**src/hdl/tcpq_pkg.sv**
```systemverilog
// Shared types, codes and sizes for the three-class priority queue.
package tcpq_pkg;

   localparam int DEPTH_PER_CLASS = 16;
   localparam int VALUE_WIDTH     = 32;
   localparam int NUM_CLASSES     = 3;

   localparam int PTR_W   = $clog2(DEPTH_PER_CLASS);
   localparam int CNT_W   = $clog2(DEPTH_PER_CLASS + 1);
   localparam int TOTAL_W = $clog2(NUM_CLASSES * DEPTH_PER_CLASS + 1);
   localparam int CLASS_W = 2;

   typedef logic signed [VALUE_WIDTH-1:0] value_type;
   typedef logic [CLASS_W-1:0]            class_code_type;
   typedef logic [CNT_W-1:0]              count_type;

   localparam logic KIND_PUSH = 1'b0;
   localparam logic KIND_POP  = 1'b1;

   localparam class_code_type CLASS_HIGH    = 2'd0;
   localparam class_code_type CLASS_MEDIUM  = 2'd1;
   localparam class_code_type CLASS_LOW     = 2'd2;
   localparam class_code_type CLASS_INVALID = 2'd3;

   typedef enum logic [2:0] {
      ST_PUSHED       = 3'd0,
      ST_POPPED       = 3'd1,
      ST_POP_EMPTY    = 3'd2,
      ST_BAD_PRIORITY = 3'd3,
      ST_CLASS_FULL   = 3'd4
   } status_type;

   typedef struct packed {
      logic           kind;
      value_type      value;
      class_code_type priority_req;
   } req_type;

   typedef struct packed {
      status_type           status;
      value_type            popped_value;
      class_code_type       popped_class;
      count_type            count_high;
      count_type            count_medium;
      count_type            count_low;
      logic [TOTAL_W-1:0]   total_count;
      logic                 head_valid;
      value_type            head_value;
      class_code_type       head_class;
   } rsp_type;

   typedef struct packed {
      logic push;
      logic pop;
   } ring_cmd_type;

   typedef struct packed {
      count_type fill;
      value_type head;
   } ring_state_type;

endpackage

```
**src/hdl/tcpq_ring.sv**
```systemverilog
// One class ring: storage, pointers, fill count and a registered head entry.
module tcpq_ring
   import tcpq_pkg::*;
(
   input  logic           clock,
   input  logic           reset,
   input  ring_cmd_type   cmd,
   input  value_type      wdata,
   output ring_state_type state
);

   logic [PTR_W-1:0] rd_ptr_ff, rd_ptr_in;
   logic [PTR_W-1:0] wr_ptr_ff, wr_ptr_in;
   count_type        fill_ff, fill_in;
   value_type        head_ff;
   value_type        ring_mem_ff [DEPTH_PER_CLASS];

   function automatic logic [PTR_W-1:0] ptr_next(input logic [PTR_W-1:0] p);
      return (p == PTR_W'(DEPTH_PER_CLASS - 1)) ? '0 : p + 1'b1;
   endfunction

   always_comb begin
      rd_ptr_in = cmd.pop  ? ptr_next(rd_ptr_ff) : rd_ptr_ff;
      wr_ptr_in = cmd.push ? ptr_next(wr_ptr_ff) : wr_ptr_ff;
      fill_in   = fill_ff;
      if (cmd.push) begin
         fill_in = fill_ff + 1'b1;
      end else if (cmd.pop) begin
         fill_in = fill_ff - 1'b1;
      end
   end

   always_ff @(posedge clock) begin
      if (reset) begin
         rd_ptr_ff <= '0;
         wr_ptr_ff <= '0;
         fill_ff   <= '0;
      end else begin
         rd_ptr_ff <= rd_ptr_in;
         wr_ptr_ff <= wr_ptr_in;
         fill_ff   <= fill_in;
      end
   end

   // The read port always follows the next read pointer, so head_ff holds the
   // oldest entry. A push into an empty ring lands at that address and is
   // forwarded past the memory.
   always_ff @(posedge clock) begin
      if (cmd.push) begin
         ring_mem_ff[wr_ptr_ff] <= wdata;
      end
      if (cmd.push && (wr_ptr_ff == rd_ptr_in)) begin
         head_ff <= wdata;
      end else begin
         head_ff <= ring_mem_ff[rd_ptr_in];
      end
   end

   assign state.fill = fill_ff;
   assign state.head = head_ff;

   a_no_push_full: assert property (@(posedge clock) disable iff (reset)
      cmd.push |-> (fill_ff != CNT_W'(DEPTH_PER_CLASS)))
      else $error("push into a full class ring");

   a_no_pop_empty: assert property (@(posedge clock) disable iff (reset)
      cmd.pop |-> (fill_ff != '0))
      else $error("pop from an empty class ring");

   a_one_op: assert property (@(posedge clock) disable iff (reset)
      !(cmd.push && cmd.pop))
      else $error("push and pop in the same cycle");

   a_empty_ptrs: assert property (@(posedge clock) disable iff (reset)
      (fill_ff == '0) |-> (rd_ptr_ff == wr_ptr_ff))
      else $error("empty ring with unequal pointers");

endmodule

```
**src/hdl/three_class_priority_queue_top.sv**
```systemverilog
// Top level of the three-class strict-priority queue.
//
// A transaction is accepted at a rising edge where start is high and busy is
// low; req_data carries kind (push or pop), value and priority_req. Busy is
// high during reset and for the first cycle after it, so from then on one
// transaction can be accepted every cycle.
// Every transaction gives exactly one result: rsp_valid is high for one cycle
// with rsp_data, carrying the status, the popped value and class, the three
// class counts, their total and the head of the queue after the operation.
// The receiver cannot hold results off.
//
// An accepted transaction is first held in the request register; stage one
// applies the operation to the class rings; stage two samples the updated
// counts and the ring head registers, whose memory read port is registered.
// Throughput is one transaction per cycle.
//
// Reset clears all pointers and counts, so the queue starts empty; the stored
// entries themselves are not cleared and no reset sweep is needed.
module three_class_priority_queue_top
   import tcpq_pkg::*;
(
   input  logic    clock,
   input  logic    reset,
   input  logic    start,
   output logic    busy,
   input  req_type req_data,
   output logic    rsp_valid,
   output rsp_type rsp_data
);

   logic           busy_ff;
   logic           req_valid_ff;
   req_type        req_ff;

   logic           mid_valid_ff;
   status_type     mid_status_ff, mid_status_in;
   value_type      mid_pval_ff, mid_pval_in;
   class_code_type mid_pclass_ff, mid_pclass_in;

   logic           rsp_valid_ff;
   rsp_type        rsp_data_ff, rsp_data_in;

   ring_cmd_type   ring_cmd   [NUM_CLASSES];
   ring_state_type ring_state [NUM_CLASSES];

   for (genvar g = 0; g < NUM_CLASSES; g++) begin : g_ring
      tcpq_ring u_ring (
         .clock (clock),
         .reset (reset),
         .cmd   (ring_cmd[g]),
         .wdata (req_ff.value),
         .state (ring_state[g])
      );
   end

   always_ff @(posedge clock) begin
      busy_ff <= reset;
      if (reset) begin
         req_valid_ff <= 1'b0;
         mid_valid_ff <= 1'b0;
         rsp_valid_ff <= 1'b0;
      end else begin
         req_valid_ff <= start && !busy_ff;
         mid_valid_ff <= req_valid_ff;
         rsp_valid_ff <= mid_valid_ff;
      end
   end

   always_ff @(posedge clock) begin
      if (start && !busy_ff) begin
         req_ff <= req_data;
      end
      mid_status_ff <= mid_status_in;
      mid_pval_ff   <= mid_pval_in;
      mid_pclass_ff <= mid_pclass_in;
      rsp_data_ff   <= rsp_data_in;
   end

   // Operation decode against the ring state before the transaction.
   always_comb begin
      logic           any_full;
      logic           pop_found;
      class_code_type pop_class;
      value_type      pop_head;

      any_full  = 1'b0;
      pop_found = 1'b0;
      pop_class = CLASS_HIGH;
      pop_head  = '0;
      for (int c = NUM_CLASSES - 1; c >= 0; c--) begin
         if (ring_state[c].fill != '0) begin
            pop_found = 1'b1;
            pop_class = CLASS_W'(c);
            pop_head  = ring_state[c].head;
         end
         if ((req_ff.priority_req == CLASS_W'(c)) &&
             (ring_state[c].fill == CNT_W'(DEPTH_PER_CLASS))) begin
            any_full = 1'b1;
         end
      end

      for (int c = 0; c < NUM_CLASSES; c++) begin
         ring_cmd[c] = '0;
      end
      mid_status_in = ST_POP_EMPTY;
      mid_pval_in   = '0;
      mid_pclass_in = CLASS_HIGH;

      if (req_ff.kind == KIND_POP) begin
         if (pop_found) begin
            mid_status_in = ST_POPPED;
            mid_pval_in   = pop_head;
            mid_pclass_in = pop_class;
            for (int c = 0; c < NUM_CLASSES; c++) begin
               ring_cmd[c].pop = req_valid_ff && (pop_class == CLASS_W'(c));
            end
         end
      end else if (req_ff.priority_req == CLASS_INVALID) begin
         mid_status_in = ST_BAD_PRIORITY;
      end else if (any_full) begin
         mid_status_in = ST_CLASS_FULL;
      end else begin
         mid_status_in = ST_PUSHED;
         for (int c = 0; c < NUM_CLASSES; c++) begin
            ring_cmd[c].push = req_valid_ff && (req_ff.priority_req == CLASS_W'(c));
         end
      end
   end

   // Result build from the state after the transaction.
   always_comb begin
      rsp_data_in              = '0;
      rsp_data_in.status       = mid_status_ff;
      rsp_data_in.popped_value = mid_pval_ff;
      rsp_data_in.popped_class = mid_pclass_ff;
      rsp_data_in.count_high   = ring_state[CLASS_HIGH].fill;
      rsp_data_in.count_medium = ring_state[CLASS_MEDIUM].fill;
      rsp_data_in.count_low    = ring_state[CLASS_LOW].fill;
      rsp_data_in.total_count  = TOTAL_W'(ring_state[CLASS_HIGH].fill)
                               + TOTAL_W'(ring_state[CLASS_MEDIUM].fill)
                               + TOTAL_W'(ring_state[CLASS_LOW].fill);
      for (int c = NUM_CLASSES - 1; c >= 0; c--) begin
         if (ring_state[c].fill != '0) begin
            rsp_data_in.head_valid = 1'b1;
            rsp_data_in.head_value = ring_state[c].head;
            rsp_data_in.head_class = CLASS_W'(c);
         end
      end
   end

   assign busy      = busy_ff;
   assign rsp_valid = rsp_valid_ff;
   assign rsp_data  = rsp_data_ff;

   a_result_follows: assert property (@(posedge clock) disable iff (reset)
      (start && !busy) |-> ##3 rsp_valid)
      else $error("accepted transaction without a result three cycles later");

   a_pop_value_zero: assert property (@(posedge clock) disable iff (reset)
      (rsp_valid && (rsp_data.status != ST_POPPED)) |->
         ((rsp_data.popped_value == '0) && (rsp_data.popped_class == CLASS_HIGH)))
      else $error("popped fields set on a result that is not a pop");

   a_head_matches_total: assert property (@(posedge clock) disable iff (reset)
      rsp_valid |-> (rsp_data.head_valid == (rsp_data.total_count != '0)))
      else $error("head valid disagrees with the total count");

endmodule
```
**config.mk**
```make
export PLATFORM = sky130hd
export DESIGN_NAME = three_class_priority_queue_top
export DESIGN_NICKNAME = d
export VERILOG_FILES = /design/src/hdl/tcpq_pkg.sv /design/src/hdl/tcpq_ring.sv /design/src/hdl/three_class_priority_queue_top.sv
export SDC_FILE = /design/constraint.sdc
export NUM_CORES = 1
export LEC_CHECK = 0
export BUFFER_PORTS_ARGS = -buffer_cell sky130_fd_sc_hd__clkbuf_2
export CAP_MARGIN = 20
export CELL_PAD_IN_SITES_DETAIL_PLACEMENT = 2
export CELL_PAD_IN_SITES_GLOBAL_PLACEMENT = 2
export CORE_AREA = 2 2 366 368
export DETAILED_ROUTE_END_ITERATION = 10
export DIE_AREA = 0 0 368 370
export HOLD_SLACK_MARGIN = 0.05
export PLACE_DENSITY = 0.87
export SETUP_SLACK_MARGIN = 0.02
export SYNTH_ARGS = -nofsm -noshare
export SYNTH_HDL_FRONTEND = slang
export SYNTH_SLANG_ARGS = --single-unit
```
**constraint.sdc**
```tcl
create_clock -name clock -period 6.37 [get_ports clock]
set_input_delay 0 -clock clock [delete_from_list [all_inputs] [get_ports clock]]
set_output_delay 0 -clock clock [all_outputs]
set_load 0.05 [all_outputs]
```
==> summary.md, run 1 <==
| Metric | Value |
|---|---|
| Status | finished clean |
| Core area | 132000 µm² |
| Nets | 3489 |
| Worst path top cell family by delay | compound AO/OA/AOI/OAI gates |
| Main flop type after synthesis | edfxtp_1 |
| Req. time, crit path | 7110 ps |
| Largest net degree at the start of global routing | 108 |
| HP Class | flop to flop |
| Unrepaired setup endpoints after global routing | false |
| CTS tree | built |
| # Post-CTS Setup Buffers | 0 |
| Mapped cell area | 65500 µm² |
| Root buffer cell | clkbuf_16 |
| Delay of the slowest critical-path stage | 770 ps |
| RD Place Congestion | 0.792 |
| Seq/Total Area, Yosys | 77.6% |
| Maximum VDD drop | 0.316 mV |
| Vias/cell | 6.97 |
| Routed WL | 257000 µm |
| Worst Skew | 43.9 ps |
| Die Y | 370 µm |
| EDFF count, synth | 1571 |
| Final setup violating endpoints | 0 |
| DR pass1 iterations | 7 |
| Io pins | 133 |
| Post-synthesis cell type count | 56 |
| Setup crit end kind | flop |
| Mux share of post-synthesis cell area | 14.7% |
| Clock network power share | 45.6% |
| Slew Viols, Final | 0 |
| # clock sinks | 1756 |
| Crit path cell chain | nor4_2 -> a2111oi_2 -> buf_4 -> inv_1 -> ha_1 -> nor2b_1 -> o21ai_0 -> a21boi_0 -> o21ai_0 -> nor3b_1 |
| Comb pwr share | 2.9% |
| Leakage | 23.7 nW |
| 1st-iter DRT viols | 6168 |
| Sequential power share | 51.5% |
| Final TNS setup | 0 ps |
| Total grt overflow | 0 |
| Max_cap viols | 0 |
| Final hold violations | 0 |
| I/O Buffers | 132 |
| # fillers | 10800 |
| Total GRT Usage | 38.3% |
| Worst path most repeated cell | o21ai_0 |
| Vias in the first global route | 38900 |
| Reg clk slew, reported paths | 70 ps |
| Adder-cell share of the synthesized area | 0.809% |
| Pwr Density | 324 nW/µm² |
| Switching Power | 5.81 mW |
| Crit-path max FO | 13 |
| Synth Warn # | 0 |
| Share of layout cells above drive strength 1 | 26.5% |
| Syn_nets | 3159 |
| WHS | 326 ps |
| Die area | 136000 µm² |
| First-pass GRT wire length | 354000 µm |
| Sw Ratio | 23.8% |
| WL/cell | 48.2 µm |
| Critical Path AT | 4900 ps |
| Max Clk Rate | 241 MHz |
| Async S/R FF share, synth | 0% |
| ANT nets after route | 0 |
| Initial Util | 49.5% |
| Post-synthesis compound-gate area fraction | 2.99% |
| DP HPWL | 136000 µm |
| Initial antenna violation count | 18 |
| Startpoint Class | flop |
| Htree depth | 4 |
| Drc violations | 0 |
| Syn Area/Cell | 21.3 µm² |
| CTS Buf Count | 180 |
| Via count | 37200 |
| Yosys reg bits | 1756 |
| CP bufs+invs | 2 |
| Largest family of logic cells by synthesized area | multiplexers |
| Synth Instances | 3084 |
| Post-Synth XOR/XNOR Area | 0.254% |
| Die W | 368 µm |
| Final min period | 4160 ps |
| Clk buf depth | 3 |
| Internal Pwr Total | 18.6 mW |
| Clk_lat worst skew | 860 ps |
| Setup Crit Path Kind | flop to flop |
| Headroom to the max-slew limit | 26.6% |
| Area Growth Syn to Fin | 15.1% |
| # rows | 134 |
| Worst-Margin Slew | 1100 ps |
| Fin crit share | 65.2% |
| Register-to-register path setup slack | 2210 ps |
| Slowest cell on crit path | nor4_2 |
| Simple-Gate Fraction of Synth Area | 2.34% |
## synthesized netlist by cell type (41+ instances only)
| cell type | count | share of area (%) |
|---|---|---|
| a21oi_1 | 60 | 0.46 |
| buf_2 | 57 | 0.44 |
| and2_1 | 41 | 0.39 |
| clkbuf_1 | 82 | 0.47 |
| a22oi_1 | 62 | 0.71 |
| nand2_1 | 42 | 0.24 |
| nor2_1 | 90 | 0.52 |
| edfxtp_1 | 1571 | 72 |
| mux2i_1 | 155 | 2.4 |
| dfxtp_1 | 185 | 5.7 |
| mux4_2 | 346 | 12 |
| o22ai_1 | 41 | 0.39 |
## per-stage QoR
step           worst slack [ps]  utilization (%)  power, mW  instances  instance area [µm²]
2_1_floorplan              1950                -       13.2       3084                65500
3_3_place_gp               2950             52.1       13.4       4928                69000
3_5_place_dp               2750             52.1       13.5       4928                69000
4_1_cts                    2610             57.0       24.2       5338                75400
5_1_grt                    2290             57.0       24.8       5338                75400
6_report                   2210             57.0       24.4       5340                75400
## state kept, by name, indices dropped and copies added (netlist names), named ones only
signal	cells
rsp_valid	1
req_ff	35
g_ring.u_ring.rd_ptr_ff	12
rsp_data	93
req_valid_ff	1
mid_pclass_ff	2
g_ring.u_ring.wr_ptr_ff	12
mid_status_ff	3
mid_pval_ff	32
mid_valid_ff	1
g_ring.u_ring.fill_ff	15
g_ring.u_ring.ring_mem_ff	1536
busy	1
## logic make-up (layout without fill, tap and decap cells)
group,count (synthesis),count (layout)
other,0,2
XOR/XNOR,19,19
AO/OA/AOI/OAI,267,267
adder cells (fa/ha/maj),37,37
flip-flops,1756,1756
buffers and inverters,194,680
multiplexers,527,527
AND/OR/NAND/NOR,284,284
## power by group through the flow
stage | Clock (mW) | Combinational [mW] | Sequential, mW
3_3_place_gp | 0 | 0.543 | 12.8
3_5_place_dp | 0 | 0.615 | 12.8
5_1_grt | 11.5 | 0.703 | 12.6
4_1_cts | 11.0 | 0.671 | 12.6
2_1_floorplan | 0 | 0.150 | 13.0
6_report | 11.1 | 0.700 | 12.6
## layout make-up
class / instances / area, µm² / area share [%]
Timing Repair Buffer: 313 / 2260 / 3.00
Clock inverter: 82 / 728 / 0.965
Tap cell: 1768 / 2210 / 2.93
Inverter: 29 / 109 / 0.144
Antenna cell: 2 / 5.00 / 0.00663
Clock buffer: 256 / 5000 / 6.63
Multi-Input combinational cell: 1134 / 14200 / 18.8
Sequential cell: 1756 / 50900 / 67.5
## worst reg2reg max path: cells and delay by family, from the launching register on
| kind | cells | cell delay (ps) |
|---|---|---|
| AO/OA/AOI/OAI | 4 | 1460 |
| adder cells (fa/ha/maj) | 1 | 340 |
| buffers and inverters | 2 | 470 |
| flip-flops | 1 | 470 |
| AND/OR/NAND/NOR | 3 | 1300 |
## layer usage
metal,track usage (%),part of all wire [%]
met2,64.5,50
met1,48.4,35
met5,0,0.045
met3,7.69,9.7
met4,17.1,5.2
## path summary, 6_finish.rpt
path	from	to	cells past startpoint
max	g_ring[1].u_ring.fill_ff[1]	g_ring[1].u_ring.fill_ff[4]	10
min	mid_pval_ff[29]	rsp_data[87]	0
max reg2reg	g_ring[1].u_ring.fill_ff[1]	g_ring[1].u_ring.fill_ff[4]	10
min reg2reg	mid_pval_ff[29]	rsp_data[87]	0
## timing repair
| item | CTS | global route |
|---|---|---|
| hold buffers | 72 | 0 |
| resized for setup | 0 | 0 |
| setup endpoints to repair | 0 | 0 |
| hold endpoints to repair | 85 | 0 |
## cells in the final DEF (no fill, tap or decap), drive strengths merged, types with 22 or more instances in the layout
master | Yosys | routed
mux2 | 26 | 26
dlygate4sd3 | 0 | 72
mux4 | 346 | 346
a21oi | 60 | 60
o22ai | 41 | 41
mux2i | 155 | 155
nor4b | 28 | 28
clkinv | 0 | 60
inv | 29 | 39
clkbuf | 82 | 388
edfxtp | 1571 | 1571
nor3 | 22 | 22
a221oi | 28 | 28
buf | 83 | 109
a22oi | 62 | 62
nand2 | 42 | 42
dfxtp | 185 | 185
and2 | 42 | 42
a2111o | 29 | 29
ha | 28 | 28
nor2 | 91 | 91
Note: power is estimated with default switching activity, not from simulation.
==> inputs of run 2 (changes only) <==
- clock period: 6.37 -> 4.07 ns (I/O delays scaled with it)
==> run 2 against run 1 <==
Register-to-register slack worse by 2200 ps. Clock power is 59% higher. Final area is 0.89% higher. Worst setup slack worse by 2200 ps. Via count is 1.3% higher. Fmax is 3.4% higher. Non-clock buffer count is 47 higher. First-iteration DRC count is 1.2% higher. Die area stayed put.
==> summary.md, run 2 (synthesis gave the netlist of run 1 again) <==
| Metric | Value |
|---|---|
| Final TNS setup | 0 ps (unchanged) |
| Clk buf depth | 3 (unchanged) |
| Final Worst Setup Slack | 51.5 ps (-2160 ps) |
| Final hold violations | 0 (unchanged) |
| Worst Skew | 32.4 ps (-11.6 ps) |
| RD Place Congestion | 0.795 (+0.44%) |
| Maximum VDD drop | 0.378 mV (+20%) |
| Final non-filler cell total | 5383 (+0.81%) |
| Total power | 38.4 mW (+57%) |
| WL/cell | 48.7 µm (+1.2%) |
| Total grt overflow | 0 (unchanged) |
| Most frequent cells in the layout | 1571 x edfxtp_1, 346 x mux4_2, 182 x clkbuf_16 |
| Setup crit end kind | flop |
| Slowest cell on crit path | a2111oi_2 |
| First-pass GRT wire length | 358000 µm (+1.3%) |
| Crit path cell chain | nand2b_1 -> a2111oi_2 -> buf_4 -> inv_1 -> fa_1 -> a21o_1 -> a21oi_1 -> mux2i_1 -> mux2_1 |
| Sequential cell area | 50900 µm² (unchanged) |
| Vias in the first global route | 38900 (+0.20%) |
| Area Growth Syn to Fin | 16.1% |
| # clock sinks | 1756 (unchanged) |
| # fillers | 10800 (-0.028%) |
| RR Startpoint | req_ff[34] |
| Status | finished clean |
| Final setup violating endpoints | 0 (unchanged) |
| Share of layout cells above drive strength 1 | 27.5% (+0.96 points) |
| Fin crit share | 98.7% (+33 points) |
| Hold Path Cell Cnt | 3 (+3) |
| CP bufs+invs | 2 (unchanged) |
| Max Clk Rate | 249 MHz (+3.4%) |
| Root buffer cell | clkbuf_16 |
| Critical Path AT | 4720 ps (-180 ps) |
| Max_cap viols | 0 (unchanged) |
| Register-to-register path setup slack | 50 ps (-2160 ps) |
| CTS Buf Count | 179 (-0.56%) |
| Final min period | 4020 ps (-138 ps) |
| Die W | 368 µm (unchanged) |
| DR pass1 iterations | 6 (-1) |
| Worst path top cell family by delay | compound AO/OA/AOI/OAI gates |
| Hold path startpoint | reset |
| Largest reg by FF count | g_ring.u_ring.ring_mem_ff |
| Startpoint Class | flop |
| Initial Util | 49.5% (unchanged) |
| 1st-iter DRT viols | 6240 (+1.2%) |
| Leakage | 24.0 nW (+1.1%) |
| Multi-input logic area | 14300 µm² (+0.44%) |
| Largest net degree at the start of global routing | 59 (-45%) |
| Unrepaired setup endpoints after global routing | false |
| Post-Place Cells | 4972 (+0.89%) |
| Via count | 37700 (+1.3%) |
| Hold EP | busy |
| Die Y | 370 µm (unchanged) |
| Commonest non-fill, non-tap cell in the layout | edfxtp_1 |
| Reg clk slew, reported paths | 70 ps (about the same) |
| R2R depth | 9 (-1) |
| Die area | 136000 µm² (unchanged) |
| Total GRT Usage | 38.9% (+0.65 points) |
| Htree depth | 4 (unchanged) |
| Crit-path max FO | 15 (+2) |
| Io pins | 133 (unchanged) |
| Headroom to the max-slew limit | 22.9% (-3.7 points) |
| Delay of the slowest critical-path stage | 580 ps (-190 ps) |
| Routed WL | 262000 µm (+2.0%) |
| HP Class | input pin to flop |
| Max reg flops | 1536 (unchanged) |
| # rows | 134 (unchanged) |
| Worst-Margin Slew | 1160 ps (+55.7 ps) |
| I/O Buffers | 132 (unchanged) |
| Vias/cell | 7.00 (+0.52%) |
| Initial antenna violation count | 22 (+4) |
| ANT nets after route | 0 (unchanged) |
| FF-to-FF End | g_ring[2].u_ring.fill_ff[4] |
| Slew Viols, Final | 0 (unchanged) |
| Drc violations | 0 (unchanged) |
| Nets | 3535 (+1.3%) |
| CTS tree | built |
| Pre-CTS WS | 468 ps (-2290 ps) |
| Req. time, crit path | 4780 ps (-2330 ps) |
| DP HPWL | 143000 µm (+5.1%) |
| Setup Crit Path Kind | flop to flop |
| Pwr Density | 505 nW/µm² (+56%) |
| Core area | 132000 µm² (unchanged) |
| Clk_lat worst skew | 850 ps (about the same) |
run 2: per-layer routing:
layer | GRT usage (%) | wire length [µm]
met1 | 48.9 | 92100
met4 | 17.2 | 13600
met3 | 8.22 | 24900
met5 | 0 | 184
met2 | 65.6 | 132000
run 2: worst reg2reg max path: stages (launching register included):
cell and delay, ps:
edfxtp_1 510, nand2b_1 360, a2111oi_2 580, buf_4 370, inv_1 190, fa_1 470
a21o_1 210, a21oi_1 280, mux2i_1 460, mux2_1 430
run 2: report_power, final:
part / internal [mW] / switching [mW]
registers: 19.6 / 0.106
clock network: 9.54 / 8.09
logic: 0.239 / 0.843
run 2: worst max-delay path by stage:
stage	from	end	slack, ps	depth (start not counted)
6_report	req_ff[34]	g_ring[2].u_ring.fill_ff[4]	50	9
5_1_grt	req_ff[34]	g_ring[2].u_ring.fill_ff[4]	130	9
4_1_cts	req_ff[34]	g_ring[1].u_ring.fill_ff[4]	150	10
3_5_place_dp	req_ff[34]	g_ring[1].u_ring.fill_ff[4]	470	10
3_3_place_gp	req_ff[34]	g_ring[1].u_ring.ring_mem_ff[7][15]	940	5
2_1_floorplan	req_ff[34]	g_ring[0].u_ring.ring_mem_ff[3][0]	40	4
run 2: final cells by class:
class	count	share of cell area, %
Timing Repair Buffer	360	3.67
Multi-Input combinational cell	1134	18.8
Sequential cell	1756	66.9
Clock inverter	85	1.14
Clock buffer	249	6.50
Inverter	29	0.143
Antenna cell	2	0.00658
Tap cell	1768	2.91
run 2: what timing repair did:
item,CTS,global route
hold endpoints to repair,103,0
hold buffers,72,0
buffers inserted,0,3
gates resized for setup,0,1
setup endpoints to repair,0,2
run 2: stage by stage:
| stage | utilization (%) | hold slack [ps] | cell area, µm² |
|---|---|---|---|
| after floorplan | - | 27.7 | 65600 |
| after global placement | 52.5 | 178 | 69500 |
| after detailed placement | 52.5 | 179 | 69500 |
| after CTS | 57.4 | 194 | 76100 |
| after global routing | 57.5 | 257 | 76100 |
| final | 57.5 | 286 | 76100 |
